===== src/hdl/skl_pkg.sv =====
// Shared constants, keyword chain tables and edge lookup for the shader keyword lexer.
// No dependencies; used by skl_if, skl_scan, skl_outq and the top level.
package skl_pkg;

  localparam int POSITION_BITS_DEF = 24;
  localparam int LENGTH_BITS_DEF   = 8;
  localparam int LINE_BITS_DEF     = 16;
  localparam int QDEPTH            = 4;

  // token kinds
  localparam logic [3:0] K_END     = 4'd0;
  localparam logic [3:0] K_UNKNOWN = 4'd1;
  localparam logic [3:0] K_ID      = 4'd2;
  localparam logic [3:0] K_PREC    = 4'd3;
  localparam logic [3:0] K_TYPE    = 4'd4;
  localparam logic [3:0] K_SAMP    = 4'd5;
  localparam logic [3:0] K_SEM     = 4'd6;
  localparam logic [3:0] K_TEXUNIT = 4'd7;
  localparam logic [3:0] K_UNIF    = 4'd8;
  localparam logic [3:0] K_ATTR    = 4'd9;

  // scanner states; values from NODE_BASE up are keyword chain nodes
  localparam logic [7:0] S_START  = 8'd0;
  localparam logic [7:0] S_ID     = 8'd1;
  localparam logic [7:0] S_PREC   = 8'd2;
  localparam logic [7:0] S_TYPE   = 8'd3;
  localparam logic [7:0] S_SAMP   = 8'd4;
  localparam logic [7:0] S_SEM    = 8'd5;
  localparam logic [7:0] S_UNIF   = 8'd6;
  localparam logic [7:0] S_ATTR   = 8'd7;
  localparam logic [7:0] S_IN     = 8'd8;
  localparam logic [7:0] S_TEX1   = 8'd9;
  localparam logic [7:0] S_TEXEND = 8'd10;
  localparam logic [7:0] S_TEXU   = 8'd11;
  localparam logic [7:0] S_CSTART = 8'd12;
  localparam logic [7:0] S_CLINE  = 8'd13;
  localparam logic [7:0] S_CBLOCK = 8'd14;
  localparam logic [7:0] S_CSTAR  = 8'd15;
  localparam logic [7:0] N_I      = 8'd16;
  localparam logic [7:0] N_U      = 8'd17;
  localparam logic [7:0] N_V      = 8'd18;
  localparam logic [7:0] N_VP     = 8'd19;
  localparam logic [7:0] N_VT     = 8'd20;
  localparam logic [7:0] N_VB     = 8'd21;
  localparam logic [7:0] N_VBL    = 8'd22;
  localparam logic [7:0] N_SMPS   = 8'd23;
  localparam logic [7:0] N_SMPR   = 8'd24;
  localparam logic [7:0] N_VECV   = 8'd25;
  localparam logic [7:0] N_VEC    = 8'd26;
  localparam logic [7:0] N_VTC    = 8'd27;
  localparam int         NODE_BASE = 32;

  localparam int NCHAIN = 50;

  // chain text, right justified: last character in the low byte
  localparam logic [71:0] CH_TEXT [NCHAIN] = '{
    72'("mediump"), 72'("highp"), 72'("lowp"), 72'("float"),
    72'("i"), 72'("v"), 72'("V"), 72'("TEXUNIT"),
    72'("attribute"), 72'("u"), 72'("s"), 72'("/"),
    72'("P"), 72'("COLOR"), 72'("NORMAL"), 72'("T"), 72'("B"),
    72'("OSITION"), 72'("SIZE"),
    72'("EXCOORD"), 72'("ANGENT"),
    72'("0"), 72'("1"), 72'("2"), 72'("3"), 72'("4"), 72'("5"), 72'("6"), 72'("7"),
    72'("INORMAL"), 72'("LEND"),
    72'("WEIGHT"), 72'("INDICES"),
    72'("v"), 72'("s"), 72'("n"),
    72'("niform"), 72'("s"), 72'("int"), 72'("v"),
    72'("ec"),
    72'("2"), 72'("3"), 72'("4"),
    72'("ampler"),
    72'("1D"), 72'("2D"), 72'("3D"), 72'("CUBE"), 72'("Buffer")
  };

  localparam int CH_LEN [NCHAIN] = '{
    7, 5, 4, 5, 1, 1, 1, 7, 9, 1, 1, 1,
    1, 5, 6, 1, 1, 7, 4, 7, 6,
    1, 1, 1, 1, 1, 1, 1, 1,
    7, 4, 6, 7,
    1, 1, 1, 6, 1, 3, 1, 2,
    1, 1, 1, 6,
    2, 2, 2, 4, 6
  };

  localparam logic [7:0] CH_FROM [NCHAIN] = '{
    S_START, S_START, S_START, S_START, S_START, S_START, S_START, S_START,
    S_START, S_START, S_START, S_START,
    N_V, N_V, N_V, N_V, N_V, N_VP, N_VP, N_VT, N_VT,
    N_VTC, N_VTC, N_VTC, N_VTC, N_VTC, N_VTC, N_VTC, N_VTC,
    N_VB, N_VB, N_VBL, N_VBL,
    N_I, N_I, N_I, N_U, N_U, N_U, N_U, N_VECV,
    N_VEC, N_VEC, N_VEC, N_SMPS,
    N_SMPR, N_SMPR, N_SMPR, N_SMPR, N_SMPR
  };

  localparam logic [7:0] CH_TO [NCHAIN] = '{
    S_PREC, S_PREC, S_PREC, S_TYPE, N_I, N_VECV, N_V, S_TEXU,
    S_ATTR, N_U, N_SMPS, S_CSTART,
    N_VP, S_SEM, S_SEM, N_VT, N_VB, S_SEM, S_SEM, N_VTC, S_SEM,
    S_SEM, S_SEM, S_SEM, S_SEM, S_SEM, S_SEM, S_SEM, S_SEM,
    S_SEM, N_VBL, S_SEM, S_SEM,
    N_VECV, N_SMPS, S_IN, S_UNIF, N_SMPS, S_TYPE, N_VECV, N_VEC,
    S_TYPE, S_TYPE, S_TYPE, N_SMPR,
    S_SAMP, S_SAMP, S_SAMP, S_SAMP, S_SAMP
  };

  localparam logic [3:0] CH_SEM [NCHAIN] = '{
    4'd0, 4'd0, 4'd0, 4'd0, 4'd0, 4'd0, 4'd0, 4'd0, 4'd0, 4'd0, 4'd0, 4'd0,
    4'd0, 4'd1, 4'd2, 4'd0, 4'd0, 4'd0, 4'd15, 4'd0, 4'd11,
    4'd3, 4'd4, 4'd5, 4'd6, 4'd7, 4'd8, 4'd9, 4'd10,
    4'd12, 4'd0, 4'd13, 4'd14,
    4'd0, 4'd0, 4'd0, 4'd0, 4'd0, 4'd0, 4'd0, 4'd0,
    4'd0, 4'd0, 4'd0, 4'd0,
    4'd0, 4'd0, 4'd0, 4'd0, 4'd0
  };

  typedef struct packed {
    logic       hit;
    logic [7:0] next;
    logic [3:0] sem;
  } edge_t;

  function automatic logic [7:0] chain_char(int i, int k);
    logic [71:0] t;
    t = CH_TEXT[i];
    return t[(CH_LEN[i] - 1 - k) * 8 +: 8];
  endfunction

  // first matching chain wins; an inner node belongs to exactly one chain
  function automatic edge_t find_edge(logic [7:0] s, logic [7:0] c);
    edge_t e;
    int    first;
    int    m;
    int    si;
    e     = '0;
    first = NODE_BASE;
    si    = int'(s);
    for (int i = 0; i < NCHAIN; i++) begin
      m = -1;
      if (s == CH_FROM[i] && c == chain_char(i, 0)) begin
        m = 0;
      end else if (CH_LEN[i] > 1 && si >= first && si < first + CH_LEN[i] - 1) begin
        if (c == chain_char(i, si - first + 1)) m = si - first + 1;
      end
      if (!e.hit && m >= 0) begin
        e.hit = 1'b1;
        if (m + 1 == CH_LEN[i]) begin
          e.next = CH_TO[i];
          e.sem  = CH_SEM[i];
        end else begin
          e.next = 8'(first + m);
          e.sem  = 4'd0;
        end
      end
      first = first + CH_LEN[i] - 1;
    end
    return e;
  endfunction

  function automatic logic is_letter(logic [7:0] c);
    return (c >= "a" && c <= "z") || (c >= "A" && c <= "Z") || c == "_";
  endfunction

  function automatic logic is_digit(logic [7:0] c);
    return c >= "0" && c <= "9";
  endfunction

endpackage


===== src/hdl/skl_outq.sv =====
// Result queue: takes zero, one or two token records per cycle, hands out one per beat.
// Depends on skl_pkg for the queue depth.
module skl_outq #(
  parameter int W = 8
) (
  input  logic         clk,
  input  logic         rst_n,
  input  logic         push,
  input  logic [1:0]   push_n,
  input  logic [W-1:0] d0,
  input  logic [W-1:0] d1,
  output logic         room2,
  output logic         q_valid,
  input  logic         q_ready,
  output logic [W-1:0] q_data
);

  localparam int AW = $clog2(skl_pkg::QDEPTH);

  logic [W-1:0]  mem_r [skl_pkg::QDEPTH];
  logic [AW-1:0] wr_r, rd_r;
  logic [AW:0]   cnt_r, cnt_nxt;
  logic          pop;
  logic [1:0]    n_in;

  assign n_in    = push ? push_n : 2'd0;
  assign pop     = q_valid && q_ready;
  assign q_valid = cnt_r != '0;
  assign q_data  = mem_r[rd_r];
  assign room2   = cnt_r <= (AW+1)'(skl_pkg::QDEPTH - 2);
  assign cnt_nxt = cnt_r + (AW+1)'(n_in) - (AW+1)'(pop);

  always_ff @(posedge clk) begin
    if (n_in != 2'd0) mem_r[wr_r] <= d0;
    if (n_in == 2'd2) mem_r[wr_r + 1'b1] <= d1;
  end

  always_ff @(posedge clk) begin
    if (!rst_n) begin
      wr_r  <= '0;
      rd_r  <= '0;
      cnt_r <= '0;
    end else begin
      wr_r  <= wr_r + AW'(n_in);
      rd_r  <= rd_r + AW'(pop);
      cnt_r <= cnt_nxt;
    end
  end

endmodule


===== config.mk =====
export PLATFORM = sky130hd
export DESIGN_NAME = skl_outq
export DESIGN_NICKNAME = d
export VERILOG_FILES = /design/src/hdl/skl_pkg.sv /design/src/hdl/skl_outq.sv
export SDC_FILE = /design/constraint.sdc
export NUM_CORES = 1
export LEC_CHECK = 0
export BUFFER_PORTS_ARGS = -buffer_cell sky130_fd_sc_hd__buf_4
export CAP_MARGIN = 15
export CORE_MARGIN = 2
export CORE_UTILIZATION = 50
export CTS_CLUSTER_DIAMETER = 40
export DETAILED_ROUTE_END_ITERATION = 8
export GPL_TIMING_DRIVEN = 1
export MAX_ROUTING_LAYER = met4
export PLACE_DENSITY = 0.73
export SYNTH_ARGS = -nofsm -noshare
export SYNTH_HDL_FRONTEND = slang
export SYNTH_SLANG_ARGS = --single-unit

===== constraint.sdc =====
create_clock -name clk -period 2 [get_ports clk]
set_clock_uncertainty 0.1 [all_clocks]
set_input_delay 0.2 -clock clk [delete_from_list [all_inputs] [get_ports clk]]
set_output_delay 0.2 -clock clk [all_outputs]
set_load 0.01 [all_outputs]

[After elaboration in Yosys (flattened, before gate mapping)]
Memory sizes are Yosys's and may differ from the RTL's. A register that Yosys moved wholly into a read port is not among the register bits.
Index checks and enable logic that the tools add are counted.
Word-level totals
  bits in registers: 7
  bits in writable memories: 32
  input port bits: 22
  output and inout bits: 10
  logic and storage cells: 20
  memories kept: 1
Memory list
  mem_r: depth 4, bits a word 8, rd ports 1, clocked after Yosys merged registers in 1, write ports 2, line skl_outq.sv:20  | logic [W-1:0] mem_r [skl_pkg::QDEPTH];
Operators by class
  add/sub/neg operators: 5
  $lt $le $gt $ge: 1
  eq/ne operators: 1
  mux-type cells: 6
  reduce and logical (&&, ||, !) cells: 3
Operators by type and width (number)
  2-to-1 mux 1 bit: 4
  2-to-1 mux 2 bit: 2
  adder 3 x 2 -> 3 bit: 1
  less-or-equal comparator 3 x 2 -> 1 bit (second input constant): 1
  nonzero test 3 bit: 1
  subtractor 3 x 1 -> 3 bit: 1
  adder 2 x 1 -> 2 bit: 1
  adder 2 x 1 -> 2 bit (second input constant): 1
  adder 2 bit: 1
  equality test 2 bit (second input constant): 1
  nonzero test 2 bit: 1
  logical AND 1 bit: 1

[Logic depth before layout (Yosys ltp)]
Gate-level depths: netlist (run 1).
  word-level depth: 4
  mapped depth: 8
  depth with buffers taken out: 8

[Least setup slack after synthesis (run 1)]
Ideal clock, no wire load.
  path kind: reg-to-reg
  start point: reg cnt_r[2]
  end point: reg cnt_r[2]
  setup time: 0.115 ns
  arrival time: 1.875 ns
  data required time: 1.785 ns
  path slack: -0.090 ns
  stages on the path, launching flop included: 9
  path buffers: 0
  period minus slack after synthesis: 2.090 ns
  cells stage by stage: dfxtp_1 o31ai_1 xnor2_1 ha_1 inv_1 fa_1 xor2_1 xnor2_1 and2_1
On the way
  longest elaborated chain between the ends: 3
  elaborated cells between the ends (all ways): 4
  classes of those cells: 2 x add/sub; 2 x reduce/logical
Ends and longest elaborated chain
  from (decl): line skl_outq.sv:22  | logic [AW:0] cnt_r, cnt_nxt;
  from (signal assigned): line skl_outq.sv:46  | cnt_r <= cnt_nxt;
  branches (longest 2 deep; another with adder 3 x 2 -> 3 bit)
  subtractor 3 x 1 -> 3 bit *: line skl_outq.sv:31  | assign cnt_nxt = cnt_r + (AW+1)'(n_in) - (AW+1)'(pop);
Mark *: on every way between the ends.
A chain may end at the register's enable or synchronous reset.

[Final worst setup path (run 1)]
  start point: reg cnt_r[0]
  end point: reg cnt_r[2]
Same word-level chain as after synthesis.

==> results of run 1 <==
## layer usage
| metal | track usage | routed length [um] | vias up |
|---|---|---|---|
| met2 | 0.367 | 2270 | 32 |
| met1 | 0.218 | 1580 | 637 |
| met5 | - | 0 | - |
| met3 | 0.0493 | 190 | 10 |
| li1 | - | - | 593 |
| met4 | 0.0775 | 82 | 0 |
## logic make-up (layout without fill, tap and decap cells)
family                   Yosys count  after routing
AO/OA/AOI/OAI                      5              5
XOR/XNOR                           7              7
adder cells (fa/ha/maj)            4              4
buffers and inverters              6             57
flip-flops                        39             39
multiplexers                      41             41
AND/OR/NAND/NOR                   25             25
## state kept, by name, indices dropped and copies added (netlist names)
| name | cells |
|---|---|
| cnt_r | 3 |
| mem_r | 32 |
| rd_r | 2 |
| wr_r | 2 |
## area by class of cell
type | instances | area (um2)
Clock inverter | 3 | 38.8
Timing Repair Buffer | 47 | 353
Multi-Input combinational cell | 82 | 937
Clock buffer | 5 | 68.8
Inverter | 2 | 7.51
Tap cell | 50 | 62.6
Fill cell | 310 | 1400
Sequential cell | 39 | 1110
## cell usage in the layout (no fill, tap or decap), types with 2 or more instances in the layout
cell and instances:
buf_4 47, edfxtp_1 32, mux2_2 25, mux4_2 8
mux2_4 8, and2_1 6, xnor2_1 5, clkbuf_8 5
dfxtp_1 5, nand2_1 3, nor2_1 3, inv_1 2
nor3b_1 2, o21a_1 2, xor2_1 2, ha_1 2
## worst max-delay path by stage
stage	startpoint	to	slack [ns]	depth (start not counted)
detailed placement	cnt_r[1]$_SDFF_PN0_	cnt_r[2]$_SDFF_PN0_	0.001	8
global placement	cnt_r[1]$_SDFF_PN0_	cnt_r[2]$_SDFF_PN0_	0.08	8
CTS	cnt_r[1]$_SDFF_PN0_	cnt_r[2]$_SDFF_PN0_	0.007	8
global route	cnt_r[0]$_SDFF_PN0_	cnt_r[2]$_SDFF_PN0_	-0.03	8
finish	cnt_r[0]$_SDFF_PN0_	cnt_r[2]$_SDFF_PN0_	0.06	8
floorplan	cnt_r[2]$_SDFF_PN0_	cnt_r[2]$_SDFF_PN0_	0.04	8
## repair_timing
item	4_1_cts	5_1_grt
hold buffers	0	0
pin swaps	0	3
resized for setup	1	4
gates cloned	0	0
setup buffers	0	2
hold endpoints to repair	0	0
endpoints found under the setup margin	1	1
## where the power goes
group          switching (uW)  internal, uW
registers                70.4           970
clock network             269           365
logic                     328           473
## through the flow
stage,setup TNS [ns],std cells
floorplan,0,127
global placement,0,218
detailed placement,0,218
CTS,0,226
global route,-0.0280,228
finish,0,228
==> results by group, run 1 <==
Run status
  – Status: finished, final reports clean

Timing
  – Min cycle time layout: 1.94 ns
  – Max Clk Rate: 0.515 GHz
  – Crit share post-route: 0.971
  – Slew Limit Fails: 0
  – Final hold viol count: 0
  – Fin worst setup slack: 0.0585 ns
  – RSZ-0062 raised after global routing: true
  – Final Hold Slack: 0.0644 ns
  – Worst Tran Pin Value: 0.506 ns
  – Slew headroom: 0.662
  – Final setup viols: 0

Final layout
  – Core Util, Final: 0.648
  – Share of cells above drive strength 1: 0.596
  – Design Area, Final: 0.00257 mm2
  – Synthesis-to-layout area growth: 25.0%
  – Diode count: 0
  – Net count, final: 203

Floorplan
  – Row cnt: 23
  – Initial cell density of the core: 0.518
  – IO Count: 32
  – Die Height: 68.2 um
  – Core area: 0.00397 mm2
  – DIE AREA: 0.00465 mm2
  – DIE WIDTH: 68.2 um

Synth
  – Synth unique cells: 32
  – Top cells by count, synth: edfxtp_1 (32), mux2_2 (25), mux2_4 (8), mux4_2 (8), dfxtp_1 (7)
  – Post-Synth XOR/XNOR Area: 0.0298
  – Largest area contributor in the netlist: edfxtp_1
  – Synth Area in Adders: 0.0280
  – Syn_nets: 153
  – Yosys top cell area share: 0.467
  – Sequential-to-total area share from yosys stat: 0.535
  – Ys flop type: edfxtp_1
  – Ys Warns: 0
  – Post-synth EDFFs: 32
  – Most frequent cell after synthesis: edfxtp_1
  – Post-synthesis compound-gate area fraction: 0.0176
  – Area contributors post-synth: edfxtp_1 (47%), mux2_2 (14%), mux4_2 (8.8%)
  – Main combinational cell family by area after synthesis: multiplexers
  – Synthesized area: 0.00206 mm2
  – Ys async rst share: 0
  – Post-Synth Simple-Gate Area: 0.0881
  – Mux contribution to synthesized area: 0.283
  – Yosys reg bits: 39
  – Syn_area_per_cell: 16.2 um2
  – Post-synthesis instance total: 127

Clock tree
  – Max clock buf depth: 2
  – Num CTS Buffers: 5
  – CTS H-tree lvls: 2
  – CTS root buffer: clkbuf_8
  – Worst-path clk slew: 0.07 ns
  – Clock sinks: 39
  – Clock Latency Late Sink: 0.29 ns
  – TritonCTS clock tree: built

Global routing
  – Initial antenna violation count: 0
  – Vias in the first global route: 1298
  – Grt total ovfl: 0
  – Largest net degree at the start of global routing: 13
  – Global-route wire length before repair: 6380 um
  – Total track usage: 0.205

Setup path
  – CP Capture Type: flop
  – CP most frequent cell: xnor2_1
  – Crit path buf inv count: 1
  – Startpoint Class: flop
  – Data arrival, critical path: 2.03 ns
  – Max stage delay on crit path: 0.36 ns
  – Critical-path maximum fanout: 5
  – CP max-delay cell: dfxtp_4
  – RR Startpoint: cnt_r[0]$_SDFF_PN0_
  – R2R depth: 8
  – CP cell instances: o31ai_4 > xnor2_1 > ha_2 > inv_1 > fa_2 > xor2_1 > xnor2_1 > and2_1
  – Reg2reg end: cnt_r[2]$_SDFF_PN0_
  – Worst R2R Setup Slack: 0.06 ns
  – Critical path data required time: 2.09 ns
  – Setup Crit Path Kind: flop to flop
  – Crit-path leading delay family: adder cells

Place
  – GP Congestion: 0.736
  – Pre-CTS setup slack: 0.00146 ns
  – IO buf count: 31
  – Placed Area: 0.00244 mm2
  – Detailed placement HPWL: 3010 um

Drt
  – Antenna violation net count after detailed routing: 0
  – DRT iter0 DRCs: 74
  – Via-per-instance ratio: 5.58
  – Final WL: 4120 um
  – DRC errors left: 0
  – Average wire per standard cell: 18.1 um
  – DRT Pass-1 Iters: 4
  – Vias: 1272

Worst hold path
  – Worst Hold Class: input pin to flop
  – Hold Path End: wr_r[0]$_SDFF_PN0_
  – Hold path depth: 2
  – Min-delay src: rst_n

Power and ir drop
  – Power Dens Cells: 962 mW/mm2
  – Power Total: 2480 uW
  – Leak: 0.000988 uW
  – Peak supply drop: 477 uV

Run
  – Max Cap Viol: 0
No activity file was read; power rests on OpenSTA's default activity.
==> run 2, diff against run 1 <==
CORE_ASPECT_RATIO = 0.75   (was default)
==> run 2 against run 1 <==
  * Combinational power grew 4.2%
  * Via count decreased by 3.7%
  * Cell area rose by 0.97%
  * Worst hold slack better by 0.015 ns
  * Cell count grew 1.8%
  * Utilization grew 0.098 points
  * Non-clock buffer count down 1
  * Register-to-register slack got worse by 0.04 ns
  * Clock power grew 4.9%
  * Critical path type unchanged
  * Critical endpoint unchanged
  * Largest cell class unchanged
  * Largest power group unchanged
==> results by group, run 2 (synthesis results as in run 1) <==
Timing
  – Setup_tns: 0 ns
  – Fin worst setup slack: 0.0174 ns
  – Crit share post-route: 0.991
  – Max Clk Rate: 0.504 GHz
  – Slew headroom: 0.666
  – RSZ-0062 raised after global routing: true
  – Min cycle time layout: 1.98 ns
  – Worst Tran Pin Value: 0.500 ns
  – Final setup viols: 0
  – Final hold viol count: 0
  – Slew Limit Fails: 0

Clock tree
  – Num CTS Buffers: 5
  – Worst-path clk slew: 0.08 ns
  – Max clock buf depth: 2
  – CTS H-tree lvls: 2
  – CTS root buffer: clkbuf_8
  – Clock Latency Late Sink: 0.29 ns
  – Clock sinks: 39
  – Hold buffers post-CTS: 0
  – TritonCTS clock tree: built

Final layout
  – Diode count: 0
  – Top flop regs: mem_r x32, cnt_r x3
  – Largest reg by FF count: mem_r
  – Max FFs per register: 32
  – Fillcell total: 296
  – Share of cells above drive strength 1: 0.610
  – Synthesis-to-layout area growth: 26.3%
  – Commonest non-fill, non-tap cells in the layout: buf_4 (45), edfxtp_1 (32), mux2_2 (25)
  – Leading cell type in the layout, fill and taps excluded: buf_4
  – Core Util, Final: 0.649
  – Post-route insts no fill: 232
  – Net count, final: 202

Drt
  – Vias: 1225
  – Final WL: 4060 um
  – Antenna violation net count after detailed routing: 0
  – DRC errors left: 0
  – DRT Pass-1 Iters: 4
  – Average wire per standard cell: 17.5 um
  – Via-per-instance ratio: 5.28
  – DRT iter0 DRCs: 39

Setup path
  – CP Capture Type: flop
  – CP max-delay cell: dfxtp_2
  – Setup Crit Path Kind: flop to flop
  – CP cell instances: o31ai_4 > xnor2_2 > ha_2 > inv_1 > fa_2 > xor2_1 > xnor2_1 > and2_1
  – Worst R2R Setup Slack: 0.02 ns
  – Critical-path maximum fanout: 2
  – Data arrival, critical path: 2.07 ns
  – Startpoint Class: flop
  – Max stage delay on crit path: 0.34 ns
  – Critical path data required time: 2.08 ns

Run status
  – Status: finished, final reports clean

Power and ir drop
  – Leak: 0.000995 uW
  – Peak supply drop: 505 uV
  – Switching share of total power: 0.280
  – P_sw: 709 uW
  – Clock Power Share: 0.262
  – Pint: 1830 uW
  – Combinational Power Share: 0.329
  – Power Dens Cells: 976 mW/mm2
  – Sequential share of power: 0.408

Floorplan
  – IO Count: 32
  – Initial cell density of the core: 0.514
  – Row cnt: 20
  – Die Height: 59.6 um
  – DIE WIDTH: 78.1 um
  – Core area: 0.00400 mm2
  – DIE AREA: 0.00465 mm2

Place
  – IO buf count: 31
  – Post-Place Cells: 222
  – Pre-CTS setup slack: -0.00830 ns
  – GP Congestion: 0.871
  – Detailed placement HPWL: 2830 um

Global routing
  – Vias in the first global route: 1333
  – Largest net degree at the start of global routing: 14
  – Global-route wire length before repair: 6680 um
  – Grt total ovfl: 0
  – Total track usage: 0.206
  – Initial antenna violation count: 0

Worst hold path
  – Worst Hold Class: input pin to flop

Run
  – Max Cap Viol: 0
run 2: critical path: cells and delay by family (launching register included):
kind | cells | cell delay, ns
adders and majority gates | 2 | 0.52
xor gates and xnor gates | 3 | 0.42
DFF | 1 | 0.34
AOI/OAI and AO/OA | 1 | 0.29
and+or+nand+nor | 1 | 0.15
buffers and inverters | 1 | 0.06
run 2: layout make-up:
cell class                 count  area, um2  area share
tap                           55       68.8      0.0265
clock inverter                 3       43.8      0.0169
multi-input combinational     82        945       0.364
clock buffer                   5       68.8      0.0265
inverter                       2       7.51     0.00289
timing repair buffer          46        358       0.138
sequential                    39       1110       0.426
run 2: per-stage QoR:
step	cell area (um2)	hold WS (ns)	total power, uW
global route	2600	0.0732	2670
floorplan	2070	0.222	1510
CTS	2590	0.0711	2540
finish	2600	0.0796	2540
global placement	2450	0.351	1790
detailed placement	2450	0.371	1840
run 2: metal layers:
metal / share of wire / global-route usage / vias up
met5: 0 / - / -
met1: 0.45 / 0.241 / 606
met4: 0.013 / 0.0877 / 0
met2: 0.50 / 0.350 / 25
li1: - / - / 587
met3: 0.037 / 0.0488 / 7
run 2: path summary, 6_finish.rpt:
kind	from	endpoint	depth (start not counted)
worst max-delay path	cnt_r[2]$_SDFF_PN0_	cnt_r[2]$_SDFF_PN0_	8
worst min-delay path	rst_n	cnt_r[2]$_SDFF_PN0_	2
worst max register to register	cnt_r[2]$_SDFF_PN0_	cnt_r[2]$_SDFF_PN0_	8
worst min register to register	cnt_r[2]$_SDFF_PN0_	cnt_r[2]$_SDFF_PN0_	3
run 2: power by group through the flow:
stage | combinational, uW | sequential [uW] | clock (uW)
floorplan | 489 | 1030 | 0
global placement | 747 | 1040 | 0
detailed placement | 784 | 1050 | 0
CTS | 831 | 1040 | 670
global route | 910 | 1050 | 709
finish | 835 | 1040 | 665
run 2: repair_timing:
action / 4_1_cts / 5_1_grt
pin swaps: 3 / 2
resized for setup: 5 / 2
endpoints found under the setup margin: 1 / 1
setup buffers: 2 / 0
cloned: 0 / 0
